## src/hw/rtl/lswp_pkg.sv

```systemverilog
// Shared constants, types and the divider step for the line position unit.
`timescale 1ns / 1ps
package lswp_pkg;

	localparam int SENSOR_COUNT = 5;
	localparam int SAMPLE_BITS  = 10;
	localparam int WEIGHT_BITS  = 12;

	localparam int TOTAL_BITS = 13;                       // sum of strengths
	localparam int PROD_BITS  = SAMPLE_BITS + 1 + WEIGHT_BITS;
	localparam int WSUM_BITS  = PROD_BITS + 3;            // sum of up to 8 products
	localparam int MAG_BITS   = WSUM_BITS - 1;
	localparam int POS_BITS   = 12;
	localparam int QUO_BITS   = MAG_BITS - TOTAL_BITS;    // quotient bits produced
	localparam int DIV_STEP   = 3;                        // quotient bits per stage

	localparam int ADDR_BITS = 5;
	localparam int DATA_BITS = 64;

	localparam int REG_THR = 0;
	localparam int REG_WGT = 1;
	localparam int REG_MIN = 2;
	localparam int REG_DRK = 3;

	localparam logic signed [POS_BITS:0] POS_MAX = (POS_BITS + 1)'(2047);
	localparam logic signed [POS_BITS:0] POS_MIN = -(POS_BITS + 1)'(2048);

	typedef struct packed {
		logic [SENSOR_COUNT-1:0][SAMPLE_BITS-1:0] thr;
		logic [SENSOR_COUNT-1:0][WEIGHT_BITS-1:0] wgt;
		logic [TOTAL_BITS-1:0]                    min_strength;
		logic                                     dark_is_low;
	} lswp_cfg_t;

	// One in-flight division: partial remainder, dividend bits still to
	// shift in, quotient so far, divisor (the total) and side flags.
	typedef struct packed {
		logic [TOTAL_BITS-1:0] rem;
		logic [QUO_BITS-1:0]   num;
		logic [QUO_BITS-1:0]   quo;
		logic [TOTAL_BITS-1:0] dvs;
		logic                  neg;
		logic                  do_div;
		logic                  seen;
		logic                  all_on;
	} lswp_div_t;

	// Restoring division, DIV_STEP quotient bits.
	function automatic lswp_div_t div_step(lswp_div_t d);
		lswp_div_t         r;
		logic [TOTAL_BITS:0] t;
		r = d;
		for (int k = 0; k < DIV_STEP; k++) begin
			t = {r.rem, r.num[QUO_BITS-1]};
			r.num = {r.num[QUO_BITS-2:0], 1'b0};
			if (t >= {1'b0, r.dvs}) begin
				t = t - {1'b0, r.dvs};
				r.quo = {r.quo[QUO_BITS-2:0], 1'b1};
			end else begin
				r.quo = {r.quo[QUO_BITS-2:0], 1'b0};
			end
			r.rem = t[TOTAL_BITS-1:0];
		end
		return r;
	endfunction

endpackage

```

## src/hw/rtl/lswp_cfg.sv

```systemverilog
// APB register file: thresholds, weights, minimum strength, polarity.
`timescale 1ns / 1ps
module lswp_cfg (
	input  logic                           clk,
	input  logic                           arst_n,
	input  logic                           psel,
	input  logic                           penable,
	input  logic                           pwrite,
	input  logic [lswp_pkg::ADDR_BITS-1:0] paddr,
	input  logic [lswp_pkg::DATA_BITS-1:0] pwdata,
	output logic [lswp_pkg::DATA_BITS-1:0] prdata,
	output logic                           pready,
	output lswp_pkg::lswp_cfg_t            cfg
);
	localparam int THR_W = lswp_pkg::SENSOR_COUNT * lswp_pkg::SAMPLE_BITS;
	localparam int WGT_W = lswp_pkg::SENSOR_COUNT * lswp_pkg::WEIGHT_BITS;

	logic [THR_W-1:0]                thr_q;
	logic [WGT_W-1:0]                wgt_q;
	logic [lswp_pkg::TOTAL_BITS-1:0] min_q;
	logic                            dark_q;
	logic [1:0]                      idx;
	logic                            wr;

	assign idx    = paddr[4:3];
	assign wr     = psel & penable & pwrite;
	assign pready = 1'b1;

	always_ff @(posedge clk or negedge arst_n) begin
		if (!arst_n) begin
			thr_q  <= '0;
			wgt_q  <= '0;
			min_q  <= '0;
			dark_q <= 1'b1;
		end else if (wr) begin
			case (idx)
				2'(lswp_pkg::REG_THR): thr_q  <= pwdata[THR_W-1:0];
				2'(lswp_pkg::REG_WGT): wgt_q  <= pwdata[WGT_W-1:0];
				2'(lswp_pkg::REG_MIN): min_q  <= pwdata[lswp_pkg::TOTAL_BITS-1:0];
				2'(lswp_pkg::REG_DRK): dark_q <= pwdata[0];
				default: ;
			endcase
		end
	end

	always_comb begin
		case (idx)
			2'(lswp_pkg::REG_THR): prdata = lswp_pkg::DATA_BITS'(thr_q);
			2'(lswp_pkg::REG_WGT): prdata = lswp_pkg::DATA_BITS'(wgt_q);
			2'(lswp_pkg::REG_MIN): prdata = lswp_pkg::DATA_BITS'(min_q);
			2'(lswp_pkg::REG_DRK): prdata = lswp_pkg::DATA_BITS'(dark_q);
			default:               prdata = '0;
		endcase
	end

	assign cfg.thr          = thr_q;
	assign cfg.wgt          = wgt_q;
	assign cfg.min_strength = min_q;
	assign cfg.dark_is_low  = dark_q;

endmodule

```

## src/hw/rtl/lswp_front.sv

```systemverilog
// Stages 1-4: strengths, products, sums, sign/magnitude split for the divider.
`timescale 1ns / 1ps
module lswp_front (
	input  logic                                                          clk,
	input  logic                                                          arst_n,
	input  logic                                                          in_valid,
	input  logic [lswp_pkg::SENSOR_COUNT-1:0][lswp_pkg::SAMPLE_BITS-1:0] smp,
	input  lswp_pkg::lswp_cfg_t                                           cfg,
	input  logic [3:0]                                                    adv,
	output logic [3:0]                                                    vld,
	output lswp_pkg::lswp_div_t                                           div_o
);
	localparam int N  = lswp_pkg::SENSOR_COUNT;
	localparam int SB = lswp_pkg::SAMPLE_BITS;
	localparam int TB = lswp_pkg::TOTAL_BITS;
	localparam int PB = lswp_pkg::PROD_BITS;
	localparam int WB = lswp_pkg::WSUM_BITS;
	localparam int MB = lswp_pkg::MAG_BITS;
	localparam int QB = lswp_pkg::QUO_BITS;

	logic [SB:0]           diff [N];
	logic [SB-1:0]         str_d [N];
	logic                  all_on_d;
	logic signed [PB-1:0]  prod_d [N];
	logic [TB-1:0]         tot_d;
	logic signed [WB-1:0]  wsum_d;
	logic [MB-1:0]         mag_d;

	logic [SB-1:0]         str_s1 [N];
	logic                  all_on_s1;
	logic signed [PB-1:0]  prod_s2 [N];
	logic [TB-1:0]         tot_s2;
	logic                  all_on_s2;
	logic signed [WB-1:0]  wsum_s3;
	logic [TB-1:0]         tot_s3;
	logic                  seen_s3;
	logic                  all_on_s3;
	lswp_pkg::lswp_div_t   div_s4;
	logic [3:0]            vld_s;

	// strength per sensor, clamped at zero
	always_comb begin
		all_on_d = 1'b1;
		for (int i = 0; i < N; i++) begin
			if (cfg.dark_is_low)
				diff[i] = {1'b0, cfg.thr[i]} - {1'b0, smp[i]};
			else
				diff[i] = {1'b0, smp[i]} - {1'b0, cfg.thr[i]};
			str_d[i] = diff[i][SB] ? '0 : diff[i][SB-1:0];
			if (str_d[i] == '0)
				all_on_d = 1'b0;
		end
	end

	always_comb begin
		tot_d = '0;
		for (int i = 0; i < N; i++) begin
			prod_d[i] = PB'($signed({1'b0, str_s1[i]}) * $signed(cfg.wgt[i]));
			tot_d     = tot_d + TB'(str_s1[i]);
		end
	end

	always_comb begin
		wsum_d = '0;
		for (int i = 0; i < N; i++)
			wsum_d = wsum_d + WB'(prod_s2[i]);
	end

	assign mag_d = wsum_s3[WB-1] ? MB'(-wsum_s3) : MB'(wsum_s3);

	always_ff @(posedge clk or negedge arst_n) begin
		if (!arst_n) begin
			vld_s <= '0;
		end else begin
			if (adv[0]) vld_s[0] <= in_valid;
			if (adv[1]) vld_s[1] <= vld_s[0];
			if (adv[2]) vld_s[2] <= vld_s[1];
			if (adv[3]) vld_s[3] <= vld_s[2];
		end
	end

	always_ff @(posedge clk) begin
		if (adv[0]) begin
			str_s1    <= str_d;
			all_on_s1 <= all_on_d;
		end
		if (adv[1]) begin
			prod_s2   <= prod_d;
			tot_s2    <= tot_d;
			all_on_s2 <= all_on_s1;
		end
		if (adv[2]) begin
			wsum_s3   <= wsum_d;
			tot_s3    <= tot_s2;
			seen_s3   <= (tot_s2 >= cfg.min_strength);
			all_on_s3 <= all_on_s2;
		end
		if (adv[3]) begin
			div_s4.rem    <= mag_d[MB-1 -: TB];
			div_s4.num    <= mag_d[QB-1:0];
			div_s4.quo    <= '0;
			div_s4.dvs    <= tot_s3;
			div_s4.neg    <= wsum_s3[WB-1];
			div_s4.do_div <= seen_s3 & (tot_s3 != '0);
			div_s4.seen   <= seen_s3;
			div_s4.all_on <= all_on_s3;
		end
	end

	assign vld   = vld_s;
	assign div_o = div_s4;

endmodule

```

## src/hw/rtl/lswp_divider.sv

```systemverilog
// Stages 5-8: pipelined restoring divider, three quotient bits per stage.
`timescale 1ns / 1ps
module lswp_divider (
	input  logic                clk,
	input  logic                arst_n,
	input  logic                in_vld,
	input  lswp_pkg::lswp_div_t div_i,
	input  logic [3:0]          adv,
	output logic [3:0]          vld,
	output lswp_pkg::lswp_div_t div_o
);
	lswp_pkg::lswp_div_t div_s5;
	lswp_pkg::lswp_div_t div_s6;
	lswp_pkg::lswp_div_t div_s7;
	lswp_pkg::lswp_div_t div_s8;
	logic [3:0]          vld_s;

	always_ff @(posedge clk or negedge arst_n) begin
		if (!arst_n) begin
			vld_s <= '0;
		end else begin
			if (adv[0]) vld_s[0] <= in_vld;
			if (adv[1]) vld_s[1] <= vld_s[0];
			if (adv[2]) vld_s[2] <= vld_s[1];
			if (adv[3]) vld_s[3] <= vld_s[2];
		end
	end

	always_ff @(posedge clk) begin
		if (adv[0]) div_s5 <= lswp_pkg::div_step(div_i);
		if (adv[1]) div_s6 <= lswp_pkg::div_step(div_s5);
		if (adv[2]) div_s7 <= lswp_pkg::div_step(div_s6);
		if (adv[3]) div_s8 <= lswp_pkg::div_step(div_s7);
	end

	assign vld   = vld_s;
	assign div_o = div_s8;

endmodule

```

## src/hw/rtl/line_sensor_weighted_position_unit.sv

```systemverilog
// Top level: weighted-average line position from five line-sensor samples.
`timescale 1ns / 1ps
//
//  channel   signals                              dir   beat
//  --------  -----------------------------------  ----  ----------------------------
//  in        in_valid/in_ready, sample_zero..four  in    one sample set
//  out       out_valid/out_ready, line_position,   out   one position result
//            total_strength, line_seen, all_on_line
//  cfg       psel/penable/pwrite/paddr/pwdata/     in    one 64-bit register access
//            prdata/pready
//
//  One beat per cycle in and out while the output is not stalled.
//  Depth is set by the divider: 12 quotient bits, 3 per stage over 4 stages.
//  arst_n clears all stage valid bits and restores register reset values.
//  Each stage moves when it is empty or the next one moves, so bubbles
//  collapse under an output stall and no beat is dropped or duplicated.
module line_sensor_weighted_position_unit (
	input  logic                                  clk,
	input  logic                                  arst_n,
	// sample channel
	input  logic                                  in_valid,
	output logic                                  in_ready,
	input  logic [lswp_pkg::SAMPLE_BITS-1:0]      sample_zero,
	input  logic [lswp_pkg::SAMPLE_BITS-1:0]      sample_one,
	input  logic [lswp_pkg::SAMPLE_BITS-1:0]      sample_two,
	input  logic [lswp_pkg::SAMPLE_BITS-1:0]      sample_three,
	input  logic [lswp_pkg::SAMPLE_BITS-1:0]      sample_four,
	// result channel
	output logic                                  out_valid,
	input  logic                                  out_ready,
	output logic signed [lswp_pkg::POS_BITS-1:0]  line_position,
	output logic [lswp_pkg::TOTAL_BITS-1:0]       total_strength,
	output logic                                  line_seen,
	output logic                                  all_on_line,
	// register port
	input  logic                                  psel,
	input  logic                                  penable,
	input  logic                                  pwrite,
	input  logic [lswp_pkg::ADDR_BITS-1:0]        paddr,
	input  logic [lswp_pkg::DATA_BITS-1:0]        pwdata,
	output logic [lswp_pkg::DATA_BITS-1:0]        prdata,
	output logic                                  pready
);
	localparam int NSTG = 9;
	localparam int PB   = lswp_pkg::POS_BITS;

	lswp_pkg::lswp_cfg_t cfg;
	lswp_pkg::lswp_div_t div_front;
	lswp_pkg::lswp_div_t div_back;

	logic [lswp_pkg::SENSOR_COUNT-1:0][lswp_pkg::SAMPLE_BITS-1:0] smp;

	logic [NSTG-1:0] vld;     // stage valids, s1 at bit 0, output stage at top
	logic [NSTG-1:0] adv;     // stage load enables

	logic signed [PB:0]                pos_full;
	logic signed [PB-1:0]              pos_d;
	logic signed [PB-1:0]              line_position_s9;
	logic [lswp_pkg::TOTAL_BITS-1:0]   total_strength_s9;
	logic                              line_seen_s9;
	logic                              all_on_line_s9;
	logic                              out_valid_s9;

	assign smp = {sample_four, sample_three, sample_two, sample_one, sample_zero};

	lswp_cfg u_cfg (
		.clk     (clk),
		.arst_n  (arst_n),
		.psel    (psel),
		.penable (penable),
		.pwrite  (pwrite),
		.paddr   (paddr),
		.pwdata  (pwdata),
		.prdata  (prdata),
		.pready  (pready),
		.cfg     (cfg)
	);

	// Stall chain: a stage loads when empty or when its successor loads.
	always_comb begin
		adv[NSTG-1] = ~out_valid_s9 | out_ready;
		for (int k = NSTG - 2; k >= 0; k--)
			adv[k] = ~vld[k] | adv[k+1];
	end

	assign vld[NSTG-1] = out_valid_s9;
	assign in_ready    = adv[0];

	lswp_front u_front (
		.clk      (clk),
		.arst_n   (arst_n),
		.in_valid (in_valid),
		.smp      (smp),
		.cfg      (cfg),
		.adv      (adv[3:0]),
		.vld      (vld[3:0]),
		.div_o    (div_front)
	);

	lswp_divider u_div (
		.clk    (clk),
		.arst_n (arst_n),
		.in_vld (vld[3]),
		.div_i  (div_front),
		.adv    (adv[7:4]),
		.vld    (vld[7:4]),
		.div_o  (div_back)
	);

	// Apply sign, clamp to the 12-bit range, zero when the line is not seen or the total is zero.
	always_comb begin
		pos_full = div_back.neg ? -$signed({1'b0, div_back.quo})
		                        :  $signed({1'b0, div_back.quo});
		if (!div_back.do_div)
			pos_d = '0;
		else if (pos_full > lswp_pkg::POS_MAX)
			pos_d = PB'(lswp_pkg::POS_MAX);
		else if (pos_full < lswp_pkg::POS_MIN)
			pos_d = PB'(lswp_pkg::POS_MIN);
		else
			pos_d = pos_full[PB-1:0];
	end

	always_ff @(posedge clk or negedge arst_n) begin
		if (!arst_n)
			out_valid_s9 <= 1'b0;
		else if (adv[NSTG-1])
			out_valid_s9 <= vld[NSTG-2];
	end

	always_ff @(posedge clk) begin
		if (adv[NSTG-1]) begin
			line_position_s9  <= pos_d;
			total_strength_s9 <= div_back.dvs;
			line_seen_s9      <= div_back.seen;
			all_on_line_s9    <= div_back.all_on;
		end
	end

	assign out_valid      = out_valid_s9;
	assign line_position  = line_position_s9;
	assign total_strength = total_strength_s9;
	assign line_seen      = line_seen_s9;
	assign all_on_line    = all_on_line_s9;

	// Input backs up only when the output beat is held.
	a_ready_only_on_stall: assert property (@(posedge clk) disable iff (!arst_n)
		!in_ready |-> (out_valid && !out_ready))
		else $error("in_ready low without an output stall");

	// Every sensor past threshold means every strength is at least one.
	a_all_on_total: assert property (@(posedge clk) disable iff (!arst_n)
		(out_valid && all_on_line) |->
			(total_strength >= lswp_pkg::TOTAL_BITS'(lswp_pkg::SENSOR_COUNT)))
		else $error("all_on_line with too small a total");

	// A result leaving with no stall is replaced by the beat behind it or a bubble.
	a_out_drains: assert property (@(posedge clk) disable iff (!arst_n)
		(out_valid && out_ready && !vld[NSTG-2]) |=> !out_valid)
		else $error("output beat repeated");

	// A line not seen always reports position zero.
	a_unseen_zero: assert property (@(posedge clk) disable iff (!arst_n)
		(out_valid && !line_seen) |-> (line_position == '0))
		else $error("position nonzero while line not seen");

endmodule

```

## config.mk

```make
export PLATFORM = sky130hd
export DESIGN_NAME = line_sensor_weighted_position_unit
export DESIGN_NICKNAME = d
export VERILOG_FILES = /design/src/hw/rtl/lswp_pkg.sv /design/src/hw/rtl/lswp_cfg.sv /design/src/hw/rtl/lswp_front.sv /design/src/hw/rtl/lswp_divider.sv /design/src/hw/rtl/line_sensor_weighted_position_unit.sv
export SDC_FILE = /design/constraint.sdc
export NUM_CORES = 2
export LEC_CHECK = 0
export BUFFER_PORTS_ARGS = -buffer_cell sky130_fd_sc_hd__buf_2
export CAP_MARGIN = 20
export CORE_MARGIN = 3
export CORE_UTILIZATION = 45
export CTS_BUF_LIST = sky130_fd_sc_hd__clkbuf_16
export DETAILED_ROUTE_END_ITERATION = 6
export PLACE_DENSITY_LB_ADDON = 0.2
export SLEW_MARGIN = 30
export SYNTH_ARGS = -nofsm -noshare
export SYNTH_HDL_FRONTEND = slang
export SYNTH_HIERARCHICAL = 1
export SYNTH_SLANG_ARGS = --single-unit
```

## constraint.sdc

```tcl
create_clock -name clk -period 18.4 [get_ports clk]
set_input_delay 3.68 -clock clk [delete_from_list [all_inputs] [get_ports clk]]
set_output_delay 3.68 -clock clk [all_outputs]
set_load 0.005 [all_outputs]
```

==> metrics <==
layout cells sized above 1=0.0913; slack of the worst reg-to-reg path=9.20 ns; WP buf/inv=4; CTS buffer count=72; Achievable Freq=102 MHz; Setup TNS=0 ns; largest net degree at the start of global routing=76; CP max-delay cell=buf_4; worst hold path type=reg -> reg; Slew @ Worst Pin=0.944 ns; die footprint=0.142 mm²; crit path to=in_ready; CP max FO=61; reg2reg path depth=30; Starting Density=0.456; CTS tree=yes; R2R Path Start=u_div/div_s6[5]; CP Class=in -> out; Setup-failing EPs final=0; GRT Util Overall=0.226; Avg WL per Cell=19.2 µm; Initial DRT Pass Iterations=5; final hold vios=0; Clock Skew=0.0331 ns; Clock Tree Root=clkbuf_16; WP data required=14.72 ns; CTS clk-pin slew, worst paths=0.05 ns; worst flop-to-flop path endpoint=u_div/div_s7[49]; Layout area overhead=8.44%; antenna-violating nets left=0; Setup Fix Bufs, Post-CTS=0; initial antenna violation count=21; critical-path cell list=buf_2 > and3b_1 > nand3_2 > buf_4 > nor2_1 > nand4_1 > buf_4 > or2_2 > buf_2; chip width=377 µm; Worst Min Path Start=u_div/div_s5[32]; clock latency on the worst-skew pair=0.68 ns; Netlist Area Pre-Place=0.0620 mm²; CP startpoint=out_ready; Rel. slew slack=0.366; Yosys warning count=6; cts repair resizes=0; Post-CTS Hold Fix Bufs=0; CTS max path bufs=3; outcome=finished, final reports clean; crit-path leading delay family=buffers and inverters; unrepaired setup endpoints after global routing=no; Placed Cells=8014; H-Tree Depth=3; clock period minus worst slack=9.84 ns; max_cap viols=0; WL final=157 mm; vias=43500; input/output buffers=207; crit start category=input port; I/O Pins=220; post-synthesis instance total=6175; Core Util, Final=0.494; WP depth=9; core region area=0.136 mm²; Die Y-Extent=377 µm; fin cells=8155; fin nets=7695; Syn Area/Cell=10.0 µm²; Final Max Slew Viols=0; Final Wtd Congestion=0.903; initial DRC count=2609; row cnt=135; Detail Placement HPWL=128 mm; Post-route DRC=0; via count of the first global-routing pass=45200; Tcrit/Tclk final=0.535; max incr delay on CP=0.62 ns; FILL cells=12600; first-pass GRT wire length=252 mm; CP endpoint kind=primary output; CTS Sinks=578; routed vias/inst=5.33; gr ovfl total=0; Worst Path Arrival=6.16 ns
area by class of cell:
cell class	instances	area, µm²	area share
Clock buffer	72	1800	0.0268
Sequential cell	578	16700	0.248
Clock inverter	62	629	0.00935
Tap cell	1781	2230	0.0331
Antenna cell	7	17.5	0.000260
Timing Repair Buffer	239	1280	0.0191
Inverter	1152	4320	0.0643
Multi-Input combinational cell	4264	40300	0.599
worst register-to-register path, delay by kind of cell (launching register included):
kind                     cells  cell delay [ns]
flip-flops                   1             0.48
multiplexers                 1             0.33
AO/OA/AOI/OAI               17             4.20
buffers and inverters        4             0.65
adder cells (fa/ha/maj)      3             1.18
AND/OR/NAND/NOR              5             2.11
sequential cells by signal, indices dropped and copies added (netlist names), 13 cells and up:
name / count
total_strength: 13
u_cfg/min_q: 13
u_cfg/thr_q: 50
u_cfg/wgt_q: 60
u_div/div_o: 29
u_div/div_s5: 42
u_div/div_s6: 42
u_div/div_s7: 42
u_front/div_o: 42
u_front/prod_s2: 115
u_front/str_s1: 50
u_front/tot_s2: 13
u_front/tot_s3: 13
u_front/wsum_s3: 26
through the flow:
step	cell area, µm²	setup slack [ns]	hold WS, ns
2_1_floorplan	62100	3.37	0.400
3_3_place_gp	64800	8.59	0.401
3_5_place_dp	64800	8.49	0.405
4_1_cts	67300	8.51	0.411
5_1_grt	67300	8.29	0.415
6_report	67300	8.56	0.411
how the worst min path moves through the flow:
stage	cells past startpoint	slack, ns	end
finish	0	0.41	u_div/div_s6[35]
global route	0	0.41	u_div/div_s6[36]
CTS	0	0.41	u_div/div_s6[35]
detailed placement	0	0.40	total_strength[5]
global placement	0	0.40	total_strength[12]
floorplan	0	0.40	all_on_line
cells in the final DEF (no fill, tap or decap), types with 93 or more instances in the layout:
master and instances:
o21ai_0 182, and2_1 332, dfrtp_1 132, a21oi_1 217
mux2_2 153, xnor2_1 206, nand2_1 489, mux2i_1 102
nor2_1 289, xor2_1 93, ha_1 575, buf_2 205
edfxtp_1 445, fa_1 687, inv_1 1166
routing by layer:
| metal | share of wire | global-route usage | vias up | wire (µm) |
|---|---|---|---|---|
| met5 | 0.00053 | 0 | - | 83 |
| met4 | 0.032 | 0.0719 | 12 | 4960 |
| met3 | 0.046 | 0.0288 | 215 | 7240 |
| met2 | 0.50 | 0.396 | 967 | 77700 |
| met1 | 0.43 | 0.290 | 21600 | 66900 |
| li1 | - | - | 20700 | - |
Power is left out: the tool's default activity adds up to more than one toggle a clock period on the data nets, which glitch-free logic cannot reach.
